<file path="config.mk">
export PLATFORM = sky130hd
export DESIGN_NAME = rc_receiver_frame_decoder_top
export DESIGN_NICKNAME = d
export VERILOG_FILES = /design/src/rtl/rcfd_pkg.sv /design/src/rtl/rc_receiver_frame_decoder_top.sv /design/src/rtl/rcfd_valmem.sv
export SDC_FILE = /design/constraint.sdc
export NUM_CORES = 1
export LEC_CHECK = 0
export ABC_AREA = 1
export BUFFER_PORTS_ARGS = -buffer_cell sky130_fd_sc_hd__buf_2
export CAP_MARGIN = 10
export CORE_UTILIZATION = 56
export CTS_CLUSTER_DIAMETER = 30
export DETAILED_ROUTE_END_ITERATION = 8
export GPL_ROUTABILITY_DRIVEN = 0
export PLACE_DENSITY = 0.77
export SLEW_MARGIN = 20
export SYNTH_ARGS = -nofsm -noshare
export SYNTH_HDL_FRONTEND = slang
export SYNTH_SLANG_ARGS = --single-unit
</file>
<file path="constraint.sdc">
create_clock -name clk -period 4.7 [get_ports clk]
set_input_delay 0.235 -clock clk [delete_from_list [all_inputs] [get_ports clk]]
set_output_delay 0.235 -clock clk [all_outputs]
set_load 0.05 [all_outputs]
</file>
<file path="src/rtl/rcfd_pkg.sv">
// Shared types and constants of the remote-receiver frame decoder.
package rcfd_pkg;

  localparam int FRAME_BYTES = 18;
  localparam int STICK_COUNT = 5;
  localparam int POS_W       = $clog2(FRAME_BYTES);
  localparam int VAL_DEPTH   = 19;
  localparam int VAL_AW      = $clog2(VAL_DEPTH);
  localparam int CFG_IDX_W   = 2;

  localparam logic [7:0]  ONLINE_RELOAD   = 8'hFA;
  localparam logic [7:0]  OFFLINE_LIMIT   = 8'h32;
  localparam logic [10:0] OFFSET_RESET    = 11'd1024;
  localparam logic [10:0] DEADZONE_RESET  = 11'd10;

  // operation codes
  localparam logic [1:0] OP_BYTE     = 2'd0;
  localparam logic [1:0] OP_TICK     = 2'd1;
  localparam logic [1:0] OP_ACTIVITY = 2'd2;

  // configuration register indexes
  localparam logic [CFG_IDX_W-1:0] CFG_OFFSET   = 2'd0;
  localparam logic [CFG_IDX_W-1:0] CFG_DEADZONE = 2'd1;

  // result field ids
  localparam logic [4:0] ID_STICK0  = 5'd0;
  localparam logic [4:0] ID_STICK1  = 5'd1;
  localparam logic [4:0] ID_STICK2  = 5'd2;
  localparam logic [4:0] ID_STICK3  = 5'd3;
  localparam logic [4:0] ID_STICK4  = 5'd4;
  localparam logic [4:0] ID_SWITCH0 = 5'd5;
  localparam logic [4:0] ID_SWITCH1 = 5'd6;
  localparam logic [4:0] ID_MOUSE0  = 5'd7;
  localparam logic [4:0] ID_MOUSE1  = 5'd8;
  localparam logic [4:0] ID_MOUSE2  = 5'd9;
  localparam logic [4:0] ID_BUTTON0 = 5'd10;
  localparam logic [4:0] ID_BUTTON1 = 5'd11;
  localparam logic [4:0] ID_KEY     = 5'd12;
  localparam logic [4:0] ID_STATUS  = 5'd13;
  localparam logic [4:0] ID_TIME0   = 5'd14;

  typedef struct packed {
    logic [1:0]  operation;
    logic [7:0]  frame_byte;
    logic        frame_start;
    logic [31:0] time_stamp;
  } in_item_t;

  typedef struct packed {
    logic [4:0]  field_id;
    logic [31:0] field_value;
    logic        link_lost;
    logic [4:0]  active_mask;
    logic        last_of_run;
  } out_item_t;

  // value store access for one cycle
  typedef struct packed {
    logic              we;
    logic [VAL_AW-1:0] waddr;
    logic [31:0]       wdata;
    logic              re;
    logic [VAL_AW-1:0] raddr;
    logic              clr;
  } vm_req_t;

endpackage

</file>
<file path="src/rtl/rc_receiver_frame_decoder_top.sv">
// Top level of the remote-receiver frame decoder: byte buffer, sequencer, output register.
//
//   channel | direction | handshake            | payload
//   in_     | in        | in_valid / in_stall   | in_data  (rcfd_pkg::in_item_t)
//   out_    | out       | out_valid / out_stall | out_data (rcfd_pkg::out_item_t)
//   cfg_    | in        | cfg_valid / cfg_ready | cfg_index, cfg_data
//
// A frame byte that does not end a frame leaves the sequencer idle, so bytes may follow
// every cycle. The last byte reads the other 17 back from the byte buffer, one per cycle,
// then issues 14 results, one per cycle while out_stall is low. An activity check scans
// the sticks, then gives 5 results, each read through the single read port of the value
// store in S_TRD and issued in S_TOUT. No clearing pass after reset: the value store
// clears its valid bits at once. out_stall holds the output register and the issuing
// states; the input is held off whenever the sequencer is not idle.
module rc_receiver_frame_decoder_top (
  input  logic                              clk,
  input  logic                              rst_n,
  input  logic                              in_valid,
  output logic                              in_stall,
  input  rcfd_pkg::in_item_t                in_data,
  output logic                              out_valid,
  input  logic                              out_stall,
  output rcfd_pkg::out_item_t               out_data,
  input  logic                              cfg_valid,
  output logic                              cfg_ready,
  input  logic [rcfd_pkg::CFG_IDX_W-1:0]    cfg_index,
  input  logic [10:0]                       cfg_data
);
  import rcfd_pkg::*;

  typedef enum logic [2:0] {
    S_IDLE, S_LOAD, S_FRAME, S_TICK, S_SCAN, S_TRD, S_TOUT
  } state_t;

  localparam logic [POS_W-1:0] LAST_POS = POS_W'(FRAME_BYTES - 1);

  state_t            state_r;
  logic [4:0]        cnt_r;
  logic [POS_W-1:0]  pos_r;
  logic [7:0]        online_r;
  logic              lost_r;
  logic [4:0]        act_r;
  logic [31:0]       ts_r;
  logic [10:0]       offset_r;
  logic [10:0]       deadzone_r;
  logic              out_valid_r;
  out_item_t         out_data_r;

  logic [7:0]        bmem [FRAME_BYTES];
  logic [7:0]        bmem_q_r;
  logic [7:0]        fr_r [FRAME_BYTES];

  logic              in_acc;
  logic              slot_free;
  logic              out_load;
  logic [POS_W-1:0]  pos_eff;
  logic              tick_clear;
  logic [10:0]       raw11;
  logic [15:0]       stick_diff;
  logic [31:0]       frame_val;
  logic [15:0]       stick_v;
  logic [16:0]       stick_mag;
  logic              stick_act;
  logic [2:0]        scan_idx;
  logic [31:0]       vm_rd;
  vm_req_t           vm_req;

  assign in_stall  = (state_r != S_IDLE);
  assign in_acc    = in_valid && !in_stall;
  assign slot_free = !out_valid_r || !out_stall;
  // a result is loaded into the output register this cycle
  assign out_load  = slot_free &&
                     (state_r == S_FRAME || state_r == S_TICK || state_r == S_TOUT);
  assign pos_eff   = in_data.frame_start ? '0 : pos_r;
  assign tick_clear = (online_r <= OFFLINE_LIMIT);
  assign cfg_ready = 1'b1;
  assign out_valid = out_valid_r;
  assign out_data  = out_data_r;

  // byte buffer
  always_ff @(posedge clk) begin
    if (in_acc && in_data.operation == OP_BYTE) begin
      bmem[pos_eff] <= in_data.frame_byte;
    end
    if (state_r == S_LOAD && cnt_r[POS_W-1:0] != LAST_POS) begin
      bmem_q_r <= bmem[cnt_r[POS_W-1:0]];
    end
  end

  // raw stick channel for the field being issued
  always_comb begin
    raw11 = '0;
    unique case (cnt_r)
      ID_STICK0: raw11 = {fr_r[1][2:0], fr_r[0]};
      ID_STICK1: raw11 = {fr_r[2][5:0], fr_r[1][7:3]};
      ID_STICK2: raw11 = {fr_r[4][0], fr_r[3], fr_r[2][7:6]};
      ID_STICK3: raw11 = {fr_r[5][3:0], fr_r[4][7:1]};
      ID_STICK4: raw11 = {fr_r[17][2:0], fr_r[16]};
      default:   raw11 = '0;
    endcase
  end

  assign stick_diff = {5'b0, raw11} - {5'b0, offset_r};

  always_comb begin
    frame_val = '0;
    unique case (cnt_r)
      ID_STICK0, ID_STICK1, ID_STICK2, ID_STICK3, ID_STICK4:
                  frame_val = {16'b0, stick_diff};
      ID_SWITCH0: frame_val = {30'b0, fr_r[5][7:6]};
      ID_SWITCH1: frame_val = {30'b0, fr_r[5][5:4]};
      ID_MOUSE0:  frame_val = {16'b0, fr_r[7], fr_r[6]};
      ID_MOUSE1:  frame_val = {16'b0, fr_r[9], fr_r[8]};
      ID_MOUSE2:  frame_val = {16'b0, fr_r[11], fr_r[10]};
      ID_BUTTON0: frame_val = {24'b0, fr_r[12]};
      ID_BUTTON1: frame_val = {24'b0, fr_r[13]};
      ID_KEY:     frame_val = {16'b0, fr_r[15], fr_r[14]};
      ID_STATUS:  frame_val = {24'b0, online_r};
      default:    frame_val = '0;
    endcase
  end

  // stick magnitude against the deadzone, on data read in the previous cycle
  assign stick_v   = vm_rd[15:0];
  assign stick_mag = stick_v[15] ? (17'h10000 - {1'b0, stick_v}) : {1'b0, stick_v};
  assign stick_act = (stick_mag >= {6'b0, deadzone_r});
  assign scan_idx  = 3'(cnt_r - 5'd1);

  always_comb begin
    vm_req = '0;
    unique case (state_r)
      S_IDLE: begin
        vm_req.clr = in_acc && in_data.operation == OP_TICK && tick_clear;
      end
      S_FRAME: begin
        if (slot_free && cnt_r <= ID_KEY) begin
          vm_req.we    = 1'b1;
          vm_req.waddr = cnt_r;
          vm_req.wdata = frame_val;
        end
      end
      S_SCAN: begin
        if (cnt_r < 5'(STICK_COUNT)) begin
          vm_req.re    = 1'b1;
          vm_req.raddr = cnt_r;
        end
        if (cnt_r != 5'd0 && stick_act) begin
          vm_req.we    = 1'b1;
          vm_req.waddr = ID_TIME0 + cnt_r - 5'd1;
          vm_req.wdata = ts_r;
        end
      end
      S_TRD: begin
        vm_req.re    = 1'b1;
        vm_req.raddr = ID_TIME0 + cnt_r;
      end
      default: vm_req = '0;
    endcase
  end

  rcfd_valmem u_valmem (
    .clk     (clk),
    .rst_n   (rst_n),
    .req     (vm_req),
    .rd_data (vm_rd)
  );

  // configuration
  always_ff @(posedge clk) begin
    if (!rst_n) begin
      offset_r   <= OFFSET_RESET;
      deadzone_r <= DEADZONE_RESET;
    end else if (cfg_valid && cfg_ready) begin
      unique case (cfg_index)
        CFG_OFFSET:   offset_r   <= cfg_data;
        CFG_DEADZONE: deadzone_r <= cfg_data;
        default: ;
      endcase
    end
  end

  // unpack register, filled from the byte buffer read-back and, for the last byte, from the input
  always_ff @(posedge clk) begin
    if (in_acc && in_data.operation == OP_BYTE && pos_eff == LAST_POS) begin
      fr_r[FRAME_BYTES-1] <= in_data.frame_byte;
    end
    if (state_r == S_LOAD && cnt_r != 5'd0) begin
      fr_r[POS_W'(cnt_r - 5'd1)] <= bmem_q_r;
    end
  end

  // sequencer and output register
  always_ff @(posedge clk) begin
    if (!rst_n) begin
      state_r     <= S_IDLE;
      cnt_r       <= '0;
      pos_r       <= '0;
      online_r    <= ONLINE_RELOAD;
      lost_r      <= 1'b1;
      act_r       <= '0;
      out_valid_r <= 1'b0;
    end else begin
      if (!out_load && !out_stall) begin
        out_valid_r <= 1'b0;
      end
      unique case (state_r)
        S_IDLE: begin
          if (in_acc) begin
            cnt_r <= '0;
            priority case (in_data.operation)
              OP_BYTE: begin
                if (pos_eff == LAST_POS) begin
                  pos_r    <= '0;
                  online_r <= ONLINE_RELOAD;
                  lost_r   <= 1'b0;
                  state_r  <= S_LOAD;
                end else begin
                  pos_r <= pos_eff + 1'b1;
                end
              end
              OP_TICK: begin
                if (tick_clear) begin
                  online_r <= '0;
                  lost_r   <= 1'b1;
                  act_r    <= '0;
                end else begin
                  online_r <= online_r - 8'd1;
                end
                state_r <= S_TICK;
              end
              OP_ACTIVITY: begin
                ts_r    <= in_data.time_stamp;
                state_r <= S_SCAN;
              end
              default: ;
            endcase
          end
        end
        S_LOAD: begin
          if (cnt_r[POS_W-1:0] == LAST_POS) begin
            cnt_r   <= '0;
            state_r <= S_FRAME;
          end else begin
            cnt_r <= cnt_r + 5'd1;
          end
        end
        S_FRAME: begin
          if (slot_free) begin
            out_valid_r             <= 1'b1;
            out_data_r.field_id     <= cnt_r;
            out_data_r.field_value  <= frame_val;
            out_data_r.link_lost    <= lost_r;
            out_data_r.active_mask  <= act_r;
            out_data_r.last_of_run  <= (cnt_r == ID_STATUS);
            if (cnt_r == ID_STATUS) begin
              state_r <= S_IDLE;
            end else begin
              cnt_r <= cnt_r + 5'd1;
            end
          end
        end
        S_TICK: begin
          if (slot_free) begin
            out_valid_r             <= 1'b1;
            out_data_r.field_id     <= ID_STATUS;
            out_data_r.field_value  <= {24'b0, online_r};
            out_data_r.link_lost    <= lost_r;
            out_data_r.active_mask  <= act_r;
            out_data_r.last_of_run  <= 1'b1;
            state_r                 <= S_IDLE;
          end
        end
        S_SCAN: begin
          if (cnt_r != 5'd0) begin
            act_r[scan_idx] <= stick_act;
          end
          if (cnt_r == 5'(STICK_COUNT)) begin
            cnt_r   <= '0;
            state_r <= S_TRD;
          end else begin
            cnt_r <= cnt_r + 5'd1;
          end
        end
        S_TRD: begin
          state_r <= S_TOUT;
        end
        S_TOUT: begin
          if (slot_free) begin
            out_valid_r             <= 1'b1;
            out_data_r.field_id     <= ID_TIME0 + cnt_r;
            out_data_r.field_value  <= vm_rd;
            out_data_r.link_lost    <= lost_r;
            out_data_r.active_mask  <= act_r;
            out_data_r.last_of_run  <= (cnt_r == 5'(STICK_COUNT - 1));
            if (cnt_r == 5'(STICK_COUNT - 1)) begin
              state_r <= S_IDLE;
            end else begin
              cnt_r   <= cnt_r + 5'd1;
              state_r <= S_TRD;
            end
          end
        end
        default: state_r <= S_IDLE;
      endcase
    end
  end

endmodule

</file>
<file path="src/rtl/rcfd_valmem.sv">
// Value store: decoded fields and stick active times, with per-entry valid bits.
module rcfd_valmem (
  input  logic             clk,
  input  logic             rst_n,
  input  rcfd_pkg::vm_req_t req,
  output logic [31:0]      rd_data
);
  import rcfd_pkg::*;

  logic [31:0]          mem [VAL_DEPTH];
  logic [VAL_DEPTH-1:0] valid_r;
  logic [31:0]          rd_q_r;
  logic                 rd_ok_r;

  // the sequencer never reads and writes one entry in the same cycle
  always_ff @(posedge clk) begin
    if (req.we) begin
      mem[req.waddr] <= req.wdata;
    end
    if (req.re) begin
      rd_q_r <= mem[req.raddr];
    end
  end

  always_ff @(posedge clk) begin
    if (!rst_n || req.clr) begin
      valid_r <= '0;
    end else if (req.we) begin
      valid_r[req.waddr] <= 1'b1;
    end
  end

  always_ff @(posedge clk) begin
    if (!rst_n) begin
      rd_ok_r <= 1'b0;
    end else if (req.re) begin
      rd_ok_r <= valid_r[req.raddr];
    end
  end

  // an entry not written since reset or the last clear reads as zero
  assign rd_data = rd_ok_r ? rd_q_r : '0;

endmodule

</file>
==> flow_summary.toml, run 1 <==
[run_status]
status = "complete, but fails checks"
violations = "design-rule violations"

[yosys]
synth_seq_area_share_pct = 72.1
netlist_area_mm2 = 0.0439
synthXorXnorAreaFrac_pct = 0.140
syn_avg_cell_area_um2 = 12.2
yosys.area_share.simple_pct = 11.8
ys_seq_elements = 1077
synth_fa_ha_area_share_pct = 1.21
synth_edf_count = 1007
ys_warn_count = 0
netlist_instances = 3586
synthMuxAreaShare_pct = 0.0228
syn_nets = 3689
synthArstFlopShare_pct = 0
synth_top_family_by_area = "simple AND/OR/NAND/NOR gates"
yosysUniqueCellTypes = 59
synth_compound_gate_area_share_pct = 11.2
synth_ff_type = "edfxtp_1"

[route]
drtIter0Drc = 4343
top_layer = "met4"
wl_um = 117000
via_per_inst = 6.16
dr_total_vias = 30800
avgRoutedWirePerCell_um = 23.4
drt-met1-wl_um = 43500
drt_pass1_iterations = 8
ant_nets = 0
wl_met2_um = 55200
routed-wl-met3_um = 13500
drc_errors = 1

[global_routing]
track_usage_pct = 29.3
globalRouteOverflowTotal = 0
grt_max_degree = 139
grt_pass1_wl_um = 173000
grt_pass1_vias = 29200
grt_antenna_before_repair = 0

[sta]
final-max-slew-violation-count = 0
fmax_mhz = 228
fin_crit_sh_pct = 93.4
relSlewSlack_pct = 20.5
rsz0062_at_grt = "false"
post-route-min-period_ns = 4.39
finClkSkew_ns = 0.0284
worst_pin_slew_ns = 1.19
final-hold-violation-count = 0
setup_viol = 0
fin_tns_setup_ns = 0

[cts]
clk_latency_ns = 0.75
root_buffer = "clkbuf_16"
cts_buffers = 158
clkTransAtPathRegs_ns = 0.05
cts_buffer_depth = 3
cts_htree_levels = 4
tritoncts = "yes"
ctsResizeCount = 0
cts_num_sinks = 1077

[floorplanning]
row_count = 102
core_region_area_mm2 = 0.0775
start_util_pct = 56.7
dieWidth_um = 282
io_pins = 108
die-height_um = 282
design.die.area_mm2 = 0.0795

[setup_path]
crit_type = "flop to flop"
path_buf_inv = 2
slowest_delay_ns = 0.75
cp_top_family = "simple AND/OR/NAND/NOR gates"
crit_chain = "buf_4 -> nand2_1 -> nand2_1 -> nor2_1 -> a21oi_1 -> a21oi_1 -> ha_1 -> nand2_1 -> nor2_1 -> nand4_1 -> nand2_1 -> nor2_1 -> nand3_1 -> nor2_4 -> nand2_8 -> nand2_8 -> inv_1 -> a22o_1"
crit_top_cell = "nand2_1"
cp-end-kind = "flop"
critPathLaunchType = "flop"
crit_fanout = 19
cp.arrival_ns = 4.82
crit_required_ns = 5.13
slowest_stage = "a22o_1"

[finish]
finalInstanceArea_mm2 = 0.0521
drive_gt1_share_pct = 14.2
area_delta_synth_final_pct = 18.7
nets = 3921
n_antenna_cell = 0

[placement]
io_buffer_count = 106
place_area_mm2 = 0.0460
dp_hpwl_um = 67400

[run]
maxCapViolCount = 0

[worst_hold_path]
hold_class = "input pin to flop"

[power_and_ir_drop]
cellLeakagePower_nw = 19.0
p_per_area_mw_per_mm2 = 569
vdd_drop_max_uv = 328
[registers in the layout (all words and copies together), names as in the netlist, 8 cells and up]
| name | cells |
|---|---|
| bmem | 144 |
| bmem_q_r | 8 |
| deadzone_r | 11 |
| fr_r | 139 |
| offset_r | 11 |
| online_r | 8 |
| out_data | 44 |
| ts_r | 32 |
| u_valmem.mem | 608 |
| u_valmem.rd_q_r | 32 |
| u_valmem.valid_r | 19 |
[final cells by class]
class	instances	area, um^2
Sequential cell	1077	31600
Multi-Input combinational cell	2124	10800
Timing Repair Buffer	259	2080
Inverter	198	756
Fill cell	5025	25400
Tap cell	1040	1300
Clock buffer	173	4150
Clock inverter	121	1340
[final timing paths]
kind,from,cells past startpoint,slack (ns),to
setup / recovery,u_valmem.rd_ok_r$_SDFFE_PN0P_,18,0.31,u_valmem.mem[4][13]$_DFFE_PP_
hold / removal,in_data[41],4,0.04,pos_r[3]$_SDFFE_PN0P_
setup reg to reg,u_valmem.rd_ok_r$_SDFFE_PN0P_,18,0.31,u_valmem.mem[4][13]$_DFFE_PP_
hold reg to reg,act_r[0]$_SDFFE_PN0P_,0,0.43,out_data[1]$_DFFE_PP_
[through the flow]
step | instances | hold slack (ns) | power [mW] | util [%] | worst slack, ns
global route | 4992 | 0.0465 | 30.5 | 67.2 | 0.129
floorplan | 3586 | 0.334 | 15.7 | - | 0.125
global placement | 4637 | 0.412 | 17.5 | 59.3 | 0.588
detailed placement | 4637 | 0.413 | 17.6 | 59.3 | 0.474
finish | 4992 | 0.0438 | 29.6 | 67.2 | 0.309
CTS | 4992 | 0.00520 | 29.5 | 67.2 | 0.500
[synth_stat cells (all sizes together) (2+ instances only)]
cell type / instances / area (um^2)
a211oi: 36 / 270
a21oi: 170 / 855
a221oi: 25 / 219
a22o: 27 / 236
a22oi: 4 / 30.0
a31oi: 8 / 50.1
a41oi: 15 / 131
buf: 68 / 354
clkbuf: 119 / 447
clkinv: 4 / 16.3
dfxtp: 70 / 1400
edfxtp: 1007 / 30200
ha: 41 / 513
inv: 194 / 731
nand2: 560 / 2200
nand3: 188 / 978
nand3b: 3 / 26.3
nand4: 8 / 50.1
nor2: 466 / 1810
nor3: 14 / 80.1
nor4: 2 / 12.5
o2111ai: 4 / 35.0
o211ai: 29 / 218
o21a: 3 / 22.5
o21ai: 381 / 1910
o221ai: 44 / 385
o22ai: 76 / 482
or2: 3 / 18.8
xnor2: 5 / 43.8
xor2: 2 / 17.5
[metal layers]
metal	GRT usage [%]	vias up
met4	13.4	0
met3	5.91	353
met5	0	-
met2	46.2	2195
met1	39.6	14700
li1	-	13500
[worst reg2reg max path: stages (launching register included)]
cell and delay, ns:
dfxtp_1 0.60, buf_4 0.28, nand2_1 0.10, nand2_1 0.09
nor2_1 0.06, a21oi_1 0.24, a21oi_1 0.14, ha_1 0.29
nand2_1 0.06, nor2_1 0.21, nand4_1 0.12, nand2_1 0.08
nor2_1 0.04, nand3_1 0.12, nor2_4 0.06, nand2_8 0.09
nand2_8 0.16, inv_1 0.57, a22o_1 0.76
[cells in the final DEF (no fill, tap or decap), types with 15 or more instances in the layout]
cell type	netlist	layout
nand2_1	541	539
clkinvlp_4	0	17
buf_12	0	20
clkinv_4	0	16
dlygate4sd3_1	0	61
ha_1	41	41
a21oi_1	169	169
inv_2	16	31
o221ai_1	44	44
bufinv_16	0	16
buf_4	4	72
buf_2	55	106
o21ai_0	371	368
nor2_1	450	440
clkinv_1	3	27
inv_1	177	161
o211ai_1	29	29
a41oi_1	15	15
nor2_2	11	17
clkbuf_16	0	163
edfxtp_1	1007	1007
a22o_1	27	27
a221oi_1	25	25
a211oi_1	36	36
clkinv_2	1	22
dfxtp_1	70	69
nand3_1	182	182
o22ai_1	75	75
[power breakdown]
part	internal [mW]	total, mW	leakage, nW	switching (mW)
Sequential	11.4	11.7	10.2	0.238
Combinational	1.64	6.07	6.13	4.43
Clock	7.38	11.9	2.64	4.53
[logic make-up after synthesis]
| group | Yosys count |
|---|---|
| buf+inv | 385 |
| compound gates | 828 |
| other cells | 1 |
| mux | 1 |
| fa+ha+maj | 42 |
| flops | 1077 |
| simple gates | 1245 |
| xor+xnor | 7 |
[what timing repair did]
action	in CTS	in global routing
hold buffers	61	0
hold endpoints to repair	205	0
setup buffers	0	0
(Power assumes the default switching activity.)
==> run 2, diff against run 1 <==
==> constraint.sdc (replaced) <==
create_clock -name clk -period 4.7 [get_ports clk]
set_input_delay 0.94 -clock clk [delete_from_list [all_inputs] [get_ports clk]]
set_output_delay 0.94 -clock clk [all_outputs]
set_load 0.05 [all_outputs]
==> flow_summary.toml, run 2 (synthesis gave the netlist of run 1 again) <==
[floorplanning]
row_count = 102
design.die.area_mm2 = 0.0795
die-height_um = 282
dieWidth_um = 282
core_region_area_mm2 = 0.0775
io_pins = 108
start_util_pct = 56.7

[cts]
root_buffer = "clkbuf_16"
clk_latency_ns = 0.75
cts_setup_buffers = 0
cts_buffers = 162
ctsResizeCount = 0
cts_buffer_depth = 3
hold_buffers = 0
tritoncts = "yes"
cts_num_sinks = 1077
cts_htree_levels = 4
clkTransAtPathRegs_ns = 0.05

[finish]
utilization_pct = 66.6
reg_top3 = "u_valmem.mem: 608 flops, bmem: 144 flops, fr_r: 139 flops"
drive_gt1_share_pct = 14.9
area_delta_synth_final_pct = 17.6
top_register = "u_valmem.mem"
largest_register_ffs = 608
mostFrequentLayoutCell = "edfxtp_1"
n_antenna_cell = 0
layout_common_cells = "1007 x edfxtp_1, 539 x nand2_1, 438 x nor2_1, 368 x o21ai_0, 182 x nand3_1"
nets = 3872

[setup_path]
r2r-start = "u_valmem.rd_ok_r$_SDFFE_PN0P_"
crit_type = "flop to flop"
crit_fanout = 19
cp-end-kind = "flop"
crit_required_ns = 5.12
critPathLaunchType = "flop"
r2r-end = "u_valmem.mem[13][11]$_DFFE_PP_"
reg2reg_depth = 18
cp.arrival_ns = 4.74
rrSetupSlack_ns = 0.38

[power_and_ir_drop]
p_int_mw = 20.6
p_total_mw = 29.8
p_per_area_mw_per_mm2 = 578
p_comb_share_pct = 20.2
power_frac_clock_pct = 40.8
p_sw_mw = 9.25
pwr-share-seq_pct = 39.0
cellLeakagePower_nw = 18.8
vdd_drop_max_uv = 340
swShare_pct = 31.0

[sta]
fmax_mhz = 232
finalWorstSetupSlack_ns = 0.381
setup_viol = 0
relSlewSlack_pct = 19.2
whs_ns = 0.370
final-max-slew-violation-count = 0
final-hold-violation-count = 0
fin_crit_sh_pct = 91.9
rsz0062_at_grt = "false"
worst_pin_slew_ns = 1.21
finClkSkew_ns = 0.0276
post-route-min-period_ns = 4.32
fin_tns_setup_ns = 0

[global_routing]
grt_max_degree = 137
grt_pass1_wl_um = 173000
grt_pass1_vias = 29400
grt_antenna_before_repair = 2
track_usage_pct = 29.2
globalRouteOverflowTotal = 0

[placement]
io_buffer_count = 106
dp_hpwl_um = 68000
pre_cts_slack_ns = 0.531

[route]
drt_pass1_iterations = 9
drtIter0Drc = 4363
drc_errors = 0
ant_nets = 0
avgRoutedWirePerCell_um = 23.4
via_per_inst = 6.19
dr_total_vias = 30700
wl_um = 116000

[worst_hold_path]
min_to = "ts_r[29]$_DFFE_PP_"
whs_path_depth = 1
hold_class = "input pin to flop"
min_from = "in_data[29]"

[run_status]
status = "completed"

[run]
maxCapViolCount = 0
## run 2: area by class of cell
| cell class | count | area [um^2] |
|---|---|---|
| inverter | 198 | 756 |
| sequential | 1077 | 31600 |
| tap | 1040 | 1300 |
| fill | 5195 | 25800 |
| clock buffer | 178 | 4120 |
| clock inverter | 126 | 1480 |
| timing repair buffer | 206 | 1510 |
| multi-input combinational | 2124 | 10800 |
## run 2: per-layer routing
| layer | vias up | global-route usage, % | share of wire (%) |
|---|---|---|---|
| met4 | 4 | 13.3 | 4.2 |
| met5 | - | 0 | 0.028 |
| met2 | 2121 | 46.5 | 47 |
| met1 | 14800 | 39.0 | 37 |
| li1 | 13400 | - | - |
| met3 | 340 | 5.97 | 11 |
## run 2: how the worst max path moves through the flow
stage / start / to / slack [ns] / depth (start not counted)
final: u_valmem.rd_ok_r$_SDFFE_PN0P_ / u_valmem.mem[13][11]$_DFFE_PP_ / 0.38 / 18
after global routing: cnt_r[0]$_SDFFE_PN0P_ / u_valmem.mem[5][10]$_DFFE_PP_ / 0.02 / 21
after CTS: cnt_r[0]$_SDFFE_PN0P_ / u_valmem.mem[5][10]$_DFFE_PP_ / 0.50 / 22
after detailed placement: cnt_r[0]$_SDFFE_PN0P_ / u_valmem.mem[4][10]$_DFFE_PP_ / 0.53 / 22
after global placement: cnt_r[0]$_SDFFE_PN0P_ / u_valmem.mem[5][10]$_DFFE_PP_ / 0.64 / 22
after floorplan: rst_n / out_data[0]$_DFFE_PP_ / 0.02 / 2
## run 2: per-stage QoR
stage	instances	instance area (um^2)
5_1_grt	4949	51600
4_1_cts	4949	51600
6_report	4949	51600
3_3_place_gp	4645	46000
3_5_place_dp	4645	46000
2_1_floorplan	3586	43900
## run 2: critical path: stages, from the launching register on
cell	delay (ns)
dfxtp_1	0.42
buf_4	0.29
nand2_2	0.16
inv_2	0.19
nand2_1	0.11
nand3_1	0.07
o21ai_0	0.12
ha_1	0.33
nand2_1	0.08
nor2_1	0.19
nand4_1	0.10
nand2_1	0.08
nor2_1	0.04
nand3_1	0.12
nor2_4	0.06
nand2_8	0.10
nand2_8	0.16
inv_1	0.60
a22o_1	0.76
## run 2: power by group through the flow
stage	Clock, mW	Combinational [mW]	Sequential, mW
detailed placement	0	5.82	11.8
finish	12.2	6.03	11.6
CTS	12.2	5.90	11.6
global placement	0	5.69	11.8
global route	12.6	6.48	11.7
floorplan	0	3.54	12.1
